--- src/hw/rtl/scp_pkg.sv ---
//------------------------------------------------------------------------------
// scp_pkg
// shared types and constants of the section cycle profiler
//------------------------------------------------------------------------------
package scp_pkg;

   localparam int SLOTS = 16;
   localparam int SLOT_W = 4;
   // slot memory word: start, count, sum, worst
   localparam int SLOT_WORD_W = 160;
   localparam logic [9:0] RESET_CYCLES_PER_US = 10'd170;
   localparam logic [31:0] RESET_WINDOW = 32'd170000000;
   localparam logic [19:0] RATE_NUMERATOR = 20'd1000000;

   typedef enum logic [1:0] {
      OP_BEGIN = 2'd0,
      OP_END   = 2'd1,
      OP_TICK  = 2'd2,
      OP_NONE  = 2'd3
   } opcode_type;

   typedef enum logic [0:0] {
      CSR_CYCLES_PER_US = 1'b0,
      CSR_REPORT_WINDOW = 1'b1
   } csr_index_type;

   // divider handshake
   typedef struct packed {
      logic        start;
      logic [63:0] dividend;
      logic [63:0] divisor;
   } div_req_type;

   typedef struct packed {
      logic        done;
      logic [63:0] quotient;
   } div_rsp_type;

endpackage

--- src/hw/rtl/section_cycle_profiler_core.sv ---
//------------------------------------------------------------------------------
// section_cycle_profiler_core
// section and loop cycle profiler with periodic report records
//------------------------------------------------------------------------------
// Begin and end transactions pass through a slot memory read and an update,
// a tick that does not report through the tick state alone. A reporting tick
// first sweeps the sixteen slots one per cycle, then produces each record
// through one shared 64-bit serial divider: the loop record needs up to five
// divisions and each slot record three, plus a fetch of each slot record
// and its hand-over, which waits while the receiver stalls. The clearing of
// slot statistics is a pass over all sixteen slots after every report and
// after reset; no transaction is taken meanwhile.
module section_cycle_profiler_core
   import scp_pkg::*;
(
   input  logic        clock,
   input  logic        reset,
   input  logic        req_tvalid,
   output logic        req_tready,
   // opcode[1:0]
   input  logic [1:0]  req_tuser,
   // slot[3:0], timestamp[35:4], zero fill
   input  logic [39:0] req_tdata,
   output logic        rsp_tvalid,
   input  logic        rsp_tready,
   // slot_index[3:0], event_count[35:4], average_us[67:36], worst_us[99:68],
   // average_rate_hz[119:100], lowest_rate_hz[139:120], zero fill
   output logic [143:0] rsp_tdata,
   // record_kind[0]
   output logic        rsp_tuser,
   output logic        rsp_tlast,
   input  logic        csr_we,
   input  logic        csr_index,
   input  logic [31:0] csr_wdata
);

   typedef enum logic [3:0] {
      ST_CLEAR, ST_IDLE, ST_READ, ST_UPDATE, ST_TICK, ST_SCAN,
      ST_DIV_MEAN, ST_DIV_US, ST_DIV_WORST, ST_DIV_AHZ, ST_DIV_LHZ,
      ST_EMIT, ST_NEXT
   } state_type;

   state_type   state_ff;
   logic [9:0]  cpu_ff;
   logic [31:0] window_ff;
   logic [1:0]  op_ff;
   logic [SLOT_W-1:0] slot_ff;
   logic [31:0] ts_ff;
   logic [31:0] prev_tick_ff, tick_count_ff, tick_worst_ff, window_start_ff;
   logic [63:0] tick_sum_ff;
   logic [SLOT_W:0] idx_ff;
   logic [SLOTS-1:0] ran_ff;
   logic [31:0] cnt_ff, avg_ff, worst_ff;
   logic [19:0] ahz_ff, lhz_ff;
   logic [63:0] sum_ff;
   logic        kind_ff, last_ff;
   logic        rsp_valid_ff;
   logic        pend_ff;

   logic                   ram_we;
   logic [SLOT_W-1:0]      ram_addr;
   logic [SLOT_WORD_W-1:0] ram_wdata, ram_rdata;
   div_req_type            dreq;
   div_rsp_type            drsp;

   logic [31:0] r_start, r_count, r_worst, d_slot, d_tick;
   logic [63:0] r_sum;
   logic [31:0] elapsed;
   logic [63:0] cpu64;
   logic [SLOTS-1:0] ran_rest;

   assign r_start = ram_rdata[31:0];
   assign r_count = ram_rdata[63:32];
   assign r_sum   = ram_rdata[127:64];
   assign r_worst = ram_rdata[159:128];
   assign d_slot  = ts_ff - r_start;
   assign d_tick  = ts_ff - prev_tick_ff;
   assign elapsed = ts_ff - window_start_ff;
   assign cpu64   = {54'd0, (cpu_ff == 10'd0) ? 10'd1 : cpu_ff};
   assign ran_rest = ran_ff >> (idx_ff + (SLOT_W+1)'(1));

   scp_ram #(.WIDTH(SLOT_WORD_W), .DEPTH(SLOTS)) u_slot_ram (
      .clock (clock),
      .we    (ram_we),
      .addr  (ram_addr),
      .wdata (ram_wdata),
      .rdata (ram_rdata)
   );

   scp_divider u_divider (
      .clock (clock),
      .reset (reset),
      .req   (dreq),
      .rsp   (drsp)
   );

   always_comb begin
      ram_we    = 1'b0;
      ram_addr  = slot_ff;
      ram_wdata = '0;
      dreq      = '{start: 1'b0, dividend: '0, divisor: 64'd1};
      unique case (state_ff)
         ST_CLEAR: begin
            ram_we   = 1'b1;
            ram_addr = idx_ff[SLOT_W-1:0];
         end
         ST_UPDATE: begin
            ram_we = 1'b1;
            if (op_ff == OP_BEGIN) begin
               ram_wdata = {r_worst, r_sum, r_count, ts_ff};
            end else begin
               ram_wdata = {(d_slot > r_worst) ? d_slot : r_worst,
                            r_sum + {32'd0, d_slot}, r_count + 32'd1, r_start};
            end
         end
         ST_SCAN, ST_NEXT: ram_addr = idx_ff[SLOT_W-1:0];
         ST_DIV_MEAN, ST_DIV_US, ST_DIV_WORST, ST_DIV_AHZ, ST_DIV_LHZ:
            ram_addr = idx_ff[SLOT_W-1:0];
         default: ram_addr = slot_ff;
      endcase
      if (pend_ff) begin
         unique case (state_ff)
            ST_DIV_MEAN:  dreq = '{1'b1, sum_ff, {32'd0, cnt_ff}};
            ST_DIV_US:    dreq = '{1'b1, sum_ff, cpu64};
            ST_DIV_WORST: dreq = '{1'b1, {32'd0, worst_ff}, cpu64};
            ST_DIV_AHZ:   dreq = '{1'b1, {44'd0, RATE_NUMERATOR}, {32'd0, avg_ff}};
            ST_DIV_LHZ:   dreq = '{1'b1, {44'd0, RATE_NUMERATOR}, {32'd0, worst_ff}};
            default:      dreq.start = 1'b0;
         endcase
      end
   end

   assign req_tready = (state_ff == ST_IDLE);
   assign rsp_tvalid = rsp_valid_ff;
   assign rsp_tlast  = last_ff;
   assign rsp_tuser  = kind_ff;
   assign rsp_tdata  = {4'd0, lhz_ff, ahz_ff, worst_ff, avg_ff, cnt_ff, slot_ff};

   always_ff @(posedge clock) begin
      if (reset) begin
         state_ff        <= ST_CLEAR;
         idx_ff          <= '0;
         rsp_valid_ff    <= 1'b0;
         pend_ff         <= 1'b0;
         prev_tick_ff    <= '0;
         tick_count_ff   <= '0;
         tick_sum_ff     <= '0;
         tick_worst_ff   <= '0;
         window_start_ff <= '0;
         cpu_ff          <= RESET_CYCLES_PER_US;
         window_ff       <= RESET_WINDOW;
      end else begin
         if (csr_we) begin
            unique case (csr_index_type'(csr_index))
               CSR_CYCLES_PER_US: cpu_ff <= csr_wdata[9:0];
               CSR_REPORT_WINDOW: window_ff <= csr_wdata;
            endcase
         end
         unique case (state_ff)
            ST_CLEAR: begin
               pend_ff <= 1'b0;
               idx_ff  <= idx_ff + (SLOT_W+1)'(1);
               if (idx_ff == (SLOT_W+1)'(SLOTS - 1)) begin
                  state_ff <= ST_IDLE;
               end
            end
            ST_IDLE: begin
               pend_ff <= 1'b0;
               if (req_tvalid) begin
                  op_ff   <= req_tuser;
                  slot_ff <= req_tdata[3:0];
                  ts_ff   <= req_tdata[35:4];
                  if (req_tuser == OP_BEGIN || req_tuser == OP_END) begin
                     state_ff <= ST_READ;
                  end else if (req_tuser == OP_TICK) begin
                     state_ff <= ST_TICK;
                  end
               end
            end
            ST_READ: begin
               // slot record load after memory read
               pend_ff <= (op_ff == OP_NONE);
               if (op_ff == OP_NONE) begin
                  cnt_ff   <= r_count;
                  sum_ff   <= r_sum;
                  worst_ff <= r_worst;
                  ahz_ff   <= '0;
                  lhz_ff   <= '0;
                  state_ff <= ST_DIV_MEAN;
               end else begin
                  state_ff <= ST_UPDATE;
               end
            end
            ST_UPDATE: begin
               pend_ff  <= 1'b0;
               state_ff <= ST_IDLE;
            end
            ST_TICK: begin
               pend_ff       <= 1'b0;
               prev_tick_ff  <= ts_ff;
               tick_count_ff <= tick_count_ff + 32'd1;
               tick_sum_ff   <= tick_sum_ff + {32'd0, d_tick};
               if (d_tick > tick_worst_ff) begin
                  tick_worst_ff <= d_tick;
               end
               if (elapsed < window_ff) begin
                  state_ff <= ST_IDLE;
               end else begin
                  state_ff <= ST_SCAN;
                  idx_ff   <= '0;
                  ran_ff   <= '0;
               end
            end
            ST_SCAN: begin
               // memory read of idx lands in the next cycle
               if (idx_ff != '0) begin
                  ran_ff[idx_ff[SLOT_W-1:0] - SLOT_W'(1)] <= (r_count != 32'd0);
               end
               idx_ff  <= idx_ff + (SLOT_W+1)'(1);
               pend_ff <= (idx_ff == (SLOT_W+1)'(SLOTS));
               if (idx_ff == (SLOT_W+1)'(SLOTS)) begin
                  kind_ff  <= 1'b0;
                  slot_ff  <= '0;
                  cnt_ff   <= tick_count_ff;
                  sum_ff   <= tick_sum_ff;
                  worst_ff <= tick_worst_ff;
                  ahz_ff   <= '0;
                  lhz_ff   <= '0;
                  state_ff <= ST_DIV_MEAN;
               end
            end
            ST_DIV_MEAN: begin
               pend_ff <= (cnt_ff == 32'd0) || drsp.done;
               if (cnt_ff == 32'd0) begin
                  sum_ff   <= '0;
                  state_ff <= ST_DIV_US;
               end else if (drsp.done) begin
                  sum_ff   <= drsp.quotient;
                  state_ff <= ST_DIV_US;
               end
            end
            ST_DIV_US: begin
               pend_ff <= drsp.done;
               if (drsp.done) begin
                  avg_ff   <= drsp.quotient[31:0];
                  state_ff <= ST_DIV_WORST;
               end
            end
            ST_DIV_WORST: begin
               pend_ff <= drsp.done;
               if (drsp.done) begin
                  worst_ff <= drsp.quotient[31:0];
                  state_ff <= kind_ff ? ST_EMIT : ST_DIV_AHZ;
                  if (kind_ff) begin
                     rsp_valid_ff <= 1'b1;
                     last_ff      <= (ran_rest == '0);
                  end
               end
            end
            ST_DIV_AHZ: begin
               pend_ff <= (avg_ff == 32'd0) || drsp.done;
               if (avg_ff == 32'd0) begin
                  state_ff <= ST_DIV_LHZ;
               end else if (drsp.done) begin
                  ahz_ff   <= drsp.quotient[19:0];
                  state_ff <= ST_DIV_LHZ;
               end
            end
            ST_DIV_LHZ: begin
               pend_ff <= 1'b0;
               if (worst_ff == 32'd0 || drsp.done) begin
                  if (worst_ff != 32'd0) begin
                     lhz_ff <= drsp.quotient[19:0];
                  end
                  rsp_valid_ff <= 1'b1;
                  last_ff      <= (ran_ff == '0);
                  idx_ff       <= '0;
                  state_ff     <= ST_EMIT;
               end
            end
            ST_EMIT: begin
               pend_ff <= 1'b0;
               if (rsp_tready) begin
                  rsp_valid_ff <= 1'b0;
                  if (last_ff) begin
                     tick_count_ff   <= '0;
                     tick_sum_ff     <= '0;
                     tick_worst_ff   <= '0;
                     window_start_ff <= ts_ff;
                     idx_ff          <= '0;
                     state_ff        <= ST_CLEAR;
                  end else begin
                     if (kind_ff) begin
                        idx_ff <= idx_ff + (SLOT_W+1)'(1);
                     end
                     state_ff <= ST_NEXT;
                  end
               end
            end
            ST_NEXT: begin
               // skip idle slots; the read for idx is issued here
               pend_ff <= 1'b0;
               if (idx_ff[SLOT_W] || !ran_ff[idx_ff[SLOT_W-1:0]]) begin
                  idx_ff <= idx_ff + (SLOT_W+1)'(1);
               end else begin
                  state_ff <= ST_READ;
                  kind_ff  <= 1'b1;
                  slot_ff  <= idx_ff[SLOT_W-1:0];
                  op_ff    <= OP_NONE;
               end
            end
            default: begin
               pend_ff  <= 1'b0;
               state_ff <= ST_IDLE;
            end
         endcase
      end
   end

`ifndef SYNTHESIS
   a_no_accept_during_report: assert property (@(posedge clock) disable iff (reset)
      rsp_tvalid |-> !req_tready)
      else $error("input taken while a record is pending");
   a_record_holds: assert property (@(posedge clock) disable iff (reset)
      rsp_tvalid && !rsp_tready |=> rsp_tvalid && $stable(rsp_tdata) &&
         $stable(rsp_tuser) && $stable(rsp_tlast))
      else $error("record changed before transaction");
   a_last_clears: assert property (@(posedge clock) disable iff (reset)
      rsp_tvalid && rsp_tready && rsp_tlast |=> tick_count_ff == 32'd0)
      else $error("loop statistics not cleared after report");
`endif

endmodule

--- src/hw/rtl/scp_ram.sv ---
//------------------------------------------------------------------------------
// scp_ram
// generic single-port ram with registered read
//------------------------------------------------------------------------------
module scp_ram #(
   parameter int WIDTH = 32,
   parameter int DEPTH = 16
) (
   input  logic                     clock,
   input  logic                     we,
   input  logic [$clog2(DEPTH)-1:0] addr,
   input  logic [WIDTH-1:0]         wdata,
   output logic [WIDTH-1:0]         rdata
);

   logic [WIDTH-1:0] mem [DEPTH];

   always_ff @(posedge clock) begin
      if (we) begin
         mem[addr] <= wdata;
      end
      rdata <= mem[addr];
   end

endmodule

--- src/hw/rtl/scp_divider.sv ---
//------------------------------------------------------------------------------
// scp_divider
// 64-bit restoring divider, one quotient bit per cycle; the user must keep the divisor nonzero, it is not enforced here
//------------------------------------------------------------------------------
module scp_divider
   import scp_pkg::*;
(
   input  logic        clock,
   input  logic        reset,
   input  div_req_type req,
   output div_rsp_type rsp
);

   logic [63:0] quo_ff, quo_in;
   logic [63:0] rem_ff, rem_in;
   logic [63:0] dvs_ff, dvs_in;
   logic [6:0]  cnt_ff, cnt_in;
   logic        busy_ff, busy_in;
   logic        done_ff, done_in;
   logic [64:0] trial;

   always_comb begin
      quo_in  = quo_ff;
      rem_in  = rem_ff;
      dvs_in  = dvs_ff;
      cnt_in  = cnt_ff;
      busy_in = busy_ff;
      done_in = 1'b0;
      trial   = {rem_ff, quo_ff[63]} - {1'b0, dvs_ff};
      if (req.start) begin
         quo_in  = req.dividend;
         rem_in  = '0;
         dvs_in  = req.divisor;
         cnt_in  = 7'd0;
         busy_in = 1'b1;
      end else if (busy_ff) begin
         if (trial[64]) begin
            rem_in = {rem_ff[62:0], quo_ff[63]};
            quo_in = {quo_ff[62:0], 1'b0};
         end else begin
            rem_in = trial[63:0];
            quo_in = {quo_ff[62:0], 1'b1};
         end
         cnt_in = cnt_ff + 7'd1;
         if (cnt_ff == 7'd63) begin
            busy_in = 1'b0;
            done_in = 1'b1;
         end
      end
   end

   always_ff @(posedge clock) begin
      if (reset) begin
         busy_ff <= 1'b0;
         done_ff <= 1'b0;
         cnt_ff  <= '0;
      end else begin
         busy_ff <= busy_in;
         done_ff <= done_in;
         cnt_ff  <= cnt_in;
      end
      quo_ff <= quo_in;
      rem_ff <= rem_in;
      dvs_ff <= dvs_in;
   end

   assign rsp.done     = done_ff;
   assign rsp.quotient = quo_ff;

endmodule

--- config.mk ---
export PLATFORM = sky130hd
export DESIGN_NAME = section_cycle_profiler_core
export DESIGN_NICKNAME = d
export VERILOG_FILES = /design/src/hw/rtl/scp_pkg.sv /design/src/hw/rtl/section_cycle_profiler_core.sv /design/src/hw/rtl/scp_ram.sv /design/src/hw/rtl/scp_divider.sv
export SDC_FILE = /design/constraint.sdc
export NUM_CORES = 2
export LEC_CHECK = 0
export BUFFER_PORTS_ARGS = -buffer_cell sky130_fd_sc_hd__buf_2
export CAP_MARGIN = 20
export CORE_MARGIN = 1
export CORE_UTILIZATION = 30
export CTS_CLUSTER_SIZE = 24
export DETAILED_ROUTE_END_ITERATION = 10
export PLACE_DENSITY_LB_ADDON = 0.2
export SYNTH_ARGS = -nofsm -noshare
export SYNTH_HDL_FRONTEND = slang
export SYNTH_SLANG_ARGS = --single-unit
export TNS_END_PERCENT = 10
--- constraint.sdc ---
create_clock -name clock -period 19.29 [get_ports clock]
set_clock_uncertainty 0.1 [all_clocks]
set_input_delay 3.858 -clock clock [delete_from_list [all_inputs] [get_ports clock]]
set_output_delay 3.858 -clock clock [all_outputs]
set_load 0.05 [all_outputs]
=== After elaboration in Yosys (flattened, before gate mapping) ===
Memories as Yosys holds them, arrays and structs flattened. A register that Yosys moved wholly into a read port is not among the register bits.
Cells that the tools add are included.

* Bits in registers: 702
* Latch bits: 0
* Memory bits (writable): 2,560
* Memory bits (read-only): 0
* Output and inout port bits: 148
* Word-level logic and storage cells: 252
* Memories: 1

* $add $sub $neg: 11
* Multiply operators: 0
* Div/mod/pow operators: 0
* $lt $le $gt $ge: 6
* Eq/ne operators: 40
* Shifts and indexed selects: 1
* Mux-type cells: 101
* Bitwise logic cells: 3
* Reduce and logical (&&, ||, !) cells: 60

{| class="wikitable"
|+ Memories
! memory !! words !! bits a word !! read ports !! clocked after memory_dff !! write ports !! RTL line !! text
|-
| u_slot_ram.mem || 16 || 160 || 1 || 1 || 1 || scp_ram.sv:16 || <nowiki>logic [WIDTH-1:0] mem [DEPTH];</nowiki>
|}

{| class="wikitable"
|+ Operators by type and width
! kind !! count
|-
| one-hot mux 128 bit (5 select lines) || 1
|-
| two-way mux 64 bit || 9
|-
| two-way mux 160 bit || 2
|-
| two-way mux 32 bit || 9
|-
| one-hot mux 32 bit (2 select lines) || 3
|-
| one-hot mux 64 bit (3 select lines) || 1
|-
| two-way mux 129 bit || 1
|-
| adder 64 x 32 -> 64 bit || 2
|-
| one-hot mux 64 bit (2 select lines) || 1
|-
| two-way mux 20 bit || 6
|-
| one-hot mux 20 bit (3 select lines) || 2
|-
| logical NOT 32 bit || 3
|-
| one-hot mux 32 bit (3 select lines) || 1
|-
| subtractor 32 bit || 3
|-
| two-way mux 4 bit || 19
|-
| subtractor 65 x 64 -> 65 bit || 1
|-
| adder 32 x 1 -> 32 bit (second input constant) || 2
|-
| > comparator 32 bit || 2
|-
| nonzero test 32 bit || 2
|-
| one-hot mux 4 bit (12 select lines) || 1
|-
| logical NOT 16 bit || 2
|-
| less-than comparator 32 bit || 1
|-
| two-way mux 16 bit || 2
|-
| one-hot mux 16 bit (2 select lines) || 1
|-
| other kinds (54) || 145
|}

=== Longest topological paths before layout ===
* Depth after elaboration: 8
* Mapped depth: 26
* Depth with buffers taken out: 25

=== Modules after synthesis ===
Synthesis repeated with hierarchy kept, for this count alone.

* Cells, all modules: 9,692
* Area total of the unflattened synthesis: 146,576.8 um^2

{| class="wikitable"
|+ By module, submodules not included
! module !! times used !! cells each !! area an instance (um^2) !! sequential area each (um^2)
|-
| scp_ram || 1 || 4,082 || 98,683.4 || 80,076.8
|-
| section_cycle_profiler_core || 1 || 4,427 || 35,893.2 || 12,592.1
|-
| scp_divider || 1 || 1,183 || 12,000.3 || 5,305.1
|}

=== Least setup slack after synthesis ===
Ideal clock, no wire load.

* Path type: reg-to-reg
* Start point: register state_ff[2]
* End point: memory u_slot_ram.mem[15][0] (netlist bit) (enable)
* Setup time: 875 ps
* Data arrival time: 13,159 ps
* Slack: 5,156 ps
* Cell stages (with the launch flop): 13
* Buffers on the path: 5
* Period minus slack after synthesis: 14,134 ps
* Cells stage by stage: dfxtp_1 -> buf_2 -> nor2_1 -> nor2_1 -> nand2_1 -> o211ai_1 -> o221a_2 -> buf_2 -> buf_2 -> clkbuf_1 -> clkbuf_1 -> nand2_1 -> nor3_1

* Cells in the longest elaborated chain, start to end: 5
* Elaborated cells between the ends (all ways): 15

{| class="wikitable"
|+ Ends and longest elaborated chain
! what !! RTL line !! text
|-
| start: declaration || section_cycle_profiler_core.sv:43 || <nowiki>state_type state_ff;</nowiki>
|-
| start signal: assignment || section_cycle_profiler_core.sv:253 || <nowiki>state_ff <= kind_ff ? ST_EMIT : ST_DIV_AHZ;</nowiki>
|-
| equality test 4 x 2 -> 1 bit or logical NOT 4 bit (tied branches) || section_cycle_profiler_core.sv:102 || <nowiki>unique case (state_ff)</nowiki>
|-
| OR reduction 2 bit (no source line) || n/a ||
|-
| two-way mux 1 bit || section_cycle_profiler_core.sv:102 ||
|-
| two-way mux 1 bit || scp_ram.sv:19 || <nowiki>if (we) begin</nowiki>
|-
| two-way mux 1 bit (not written as such) || scp_ram.sv:20 || <nowiki>mem[addr] <= wdata;</nowiki>
|-
| end: declaration || scp_ram.sv:16 ||
|}

Parallel ways exist; a longest one is shown, timed or not.

=== Worst setup path after layout ===
* Start point: register ts_ff[0]
* End point: memory u_slot_ram.mem[13][146] (netlist bit), data pin

* Cells in the longest elaborated chain, start to end: 5

{| class="wikitable"
|+ Ends and longest elaborated chain
! what !! RTL line !! text
|-
| start: declaration || section_cycle_profiler_core.sv:48 || <nowiki>logic [31:0] ts_ff;</nowiki>
|-
| start signal: assignment || section_cycle_profiler_core.sv:172 || <nowiki>ts_ff <= req_tdata[35:4];</nowiki>
|-
| subtractor 32 bit (*) || section_cycle_profiler_core.sv:76 || <nowiki>assign d_slot = ts_ff - r_start;</nowiki>
|-
| > comparator 32 bit || section_cycle_profiler_core.sv:112 || <nowiki>ram_wdata = {(d_slot > r_worst) ? d_slot : r_worst,</nowiki>
|-
| two-way mux 32 bit (*) || section_cycle_profiler_core.sv:112 ||
|-
| two-way mux 160 bit (*) || section_cycle_profiler_core.sv:109 || <nowiki>if (op_ff == OP_BEGIN) begin</nowiki>
|-
| two-way mux 160 bit (*) || section_cycle_profiler_core.sv:102 ||
|-
| named net ram_wdata[146] || section_cycle_profiler_core.sv:62 || <nowiki>logic [SLOT_WORD_W-1:0] ram_wdata, ram_rdata;</nowiki>
|}

Mark *: on every way through the listed nets, which the timed path passes. The rest lies on a longest branch.

==> flow_summary.json <==
{
  "slowest_stage": "nor2_1",
  "syn_area_mm2": 0.147,
  "mostFrequentLayoutCell": "nand2_1",
  "num_vias": 102000,
  "clk_pin_slew_ns": 0.06,
  "root_buffer": "clkbuf_16",
  "clock-sinks": 3390,
  "critPathKind": "flop to flop",
  "rr_startpoint": "ts_ff[0]",
  "post-cts-setup-buffer-count": 0,
  "die-area_mm2": 0.494,
  "core-area_mm2": 0.489,
  "nets": 13300,
  "die_x_um": 703,
  "fin_crit_ns": 8.37,
  "layout_common_cells": "nand2_1 (3347), edfxtp_1 (2912), a21oi_1 (605)",
  "syn_inst": 12800,
  "async_reset_ff_share_pct": 0,
  "grt_pass1_vias": 96900,
  "drt-initial-drc-count": 9904,
  "grt_pass1_wl_mm": 699,
  "cp_top_family": "compound AO/OA/AOI/OAI gates",
  "cts_htree_levels": 5,
  "initial_core_util_pct": 30.1,
  "post-dp-hpwl_mm": 278,
  "r2r_slack_ns": 10.92,
  "area_delta_synth_final_pct": 14.1,
  "cap_violations": 0,
  "status": "finished, final reports clean",
  "hold_path_class": "flop to flop",
  "fillers": 48800,
  "fmax_mhz": 119,
  "vias_per_cell": 5.19,
  "ys_seq_area_share_pct": 65.9,
  "leakagePower_nw": 59.5,
  "num_rows": 257,
  "p_per_area_mw_per_mm2": 103,
  "numCtsBuffers": 363,
  "hold_viol": 0,
  "first_pass_iters": 10,
  "die_y_um": 703,
  "synth-seq-cells": 3390,
  "synth_edf_count": 2912,
  "rsz0062_at_grt": "false",
  "rr_endpoint": "u_slot_ram.mem[13][146]",
  "io_pins": 228,
  "grtUsageTotal_pct": 19.0,
  "clk_path_buf_depth": 4,
  "worstSkewPairLatency_ns": 0.99,
  "startpoint_type": "flop",
  "crit_required_ns": 19.83,
  "cpPeakStageDelay_ns": 0.82,
  "routabilityCongestion": 0.871,
  "drv_slew": 0,
  "grt_antenna_before_repair": 21,
  "min_to": "window_start_ff[9]",
  "synthFlopType": "edfxtp_1",
  "drc": 0,
  "port_buffers": 219,
  "tritoncts": "done",
  "grt-ovfl-total": 0,
  "whs_path_depth": 2,
  "crit_buf_inv": 5,
  "cp.arrival_ns": 8.91,
  "crit_path_frequent_cell": "inv_1",
  "hp-start": "window_start_ff[9]",
  "hold_slack_ns": 0.353,
  "period_share_pct": 43.4,
  "synth.distinct_cells": 86,
  "setup_tns_ns": 0,
  "reg2regPathDepth": 26,
  "cts_resized": 0,
  "finalSetupViolCount": 0,
  "yosysWarnings": 0,
  "routed_wirelength_mm": 487,
  "grt_max_degree": 161,
  "drive_gt1_share_pct": 8.67,
  "ir_drop_mv": 0.0806,
  "detail-route-antenna-nets": 0,
  "critical_path.max_fanout": 39,
  "cts_hold_buffers": 0,
  "slew_headroom_pct": 22.3,
  "wl_per_cell_um": 24.7,
  "syn_area_per_cell_um2": 11.5,
  "endpoint_kind": "flop",
  "tightest_slew_ns": 1.17
}
[stage by stage]
stage	instance area [um2]	power (mW)	utilization, %	setup WS, ns	instances
after floorplan	147000	9.66	-	5.16	12800
final	168000	17.4	34.3	10.92	19700
after CTS	168000	17.5	34.3	10.88	19700
after detailed placement	156000	10.5	31.9	10.94	19000
after global routing	168000	18.0	34.3	10.36	19700
after global placement	156000	10.5	31.9	10.93	19000
[cells in the mapped netlist, types with 12 or more instances]
library cell  count  area [um2]
o211ai_1         22         165
o21bai_1         23         173
nand2_1        3349       12600
nand3b_1         24         180
dfxtp_1         478        9570
nor3_1           87         435
a21boi_0         15         113
nand3_1         455        2280
nor2_1          507        1900
xor2_1          108         946
buf_2            35         175
edfxtp_1       2912       87400
o31ai_1          23         173
a21o_1          113         848
or4_1            13        97.6
inv_1           373        1400
xnor2_1         181        1590
mux2i_1          45         450
ha_1            296        3700
o21a_1           39         293
a21oi_1         615        3080
or3_1            43         269
nand4_1          69         432
and3_1          534        3340
buf_1            65         244
a221o_1          34         340
and2_1           60         375
a211oi_1        204        1530
a22oi_1          31         233
a221oi_1         38         333
a22o_1           31         272
clkbuf_1        705        2650
o21ai_0         206        1030
a31oi_1         365        2280
a311oi_1        326        2860
or2_2            16         100
nor3b_1          12        90.1
nor2b_1          50         313
a222oi_1         96         961
nand2b_1         39         244
nor4_1           53         332
[how the worst max path moves through the flow]
stage,startpoint,endpoint,slack [ns],cells past startpoint
after floorplan,state_ff[2],u_slot_ram.mem[15][0],5.16,12
after global placement,ts_ff[0],u_slot_ram.mem[12][156],10.93,26
after detailed placement,ts_ff[0],u_slot_ram.mem[2][146],10.94,26
after CTS,ts_ff[0],u_slot_ram.mem[5][156],10.88,26
after global routing,ts_ff[0],u_slot_ram.mem[12][156],10.36,26
final,ts_ff[0],u_slot_ram.mem[13][146],10.92,26
[cells by family after synthesis]
kind of cell / Yosys count / synth area share [%]
simple gates: 5341 / 15.8
buf+inv: 1188 / 3.08
compound gates: 2276 / 10.6
flops: 3390 / 65.9
other cells: 1 / 0.00255
xor+xnor: 290 / 1.74
fa+ha+maj: 302 / 2.60
mux: 51 / 0.390
[final cells by class]
cell class	instances	area (um2)	share of cell area, %
clock inverters	171	1620	0.962
clock buffers	503	10100	6.01
repair buffers	520	3680	2.19
inverters	373	1400	0.834
flip-flops and latches	3390	97000	57.7
well taps	6475	8100	4.82
multi-input cells	8264	46200	27.5
diodes	9	22.5	0.0134
[tightest hold or removal path, cell delays in order, from the launching register on]
cell,delay (ns)
dfxtp_1,0.31
nand2_1,0.05
a21oi_1,0.05
[state kept, by name (all words and copies together), names as in the netlist, 64 cells and up]
name              flops
u_slot_ram.rdata    160
tick_sum_ff          64
sum_ff               64
u_divider.quo_ff     64
u_divider.rem_ff     64
u_slot_ram.mem     2560
[metal layers]
metal  share of wire, %  global-route usage, %
met2                 46                   30.8
met1                 45                   26.7
met5             0.0027                      0
met4                2.9                   5.37
met3                5.7                   2.39
[where the power goes]
group,switching [mW],leakage (nW),internal (mW)
sequential,0.264,33.1,8.11
combinational,1.37,20.6,0.652
clock,2.99,5.76,3.98
total,4.62,59.5,12.7
Power figures use the tool's default switching activity.
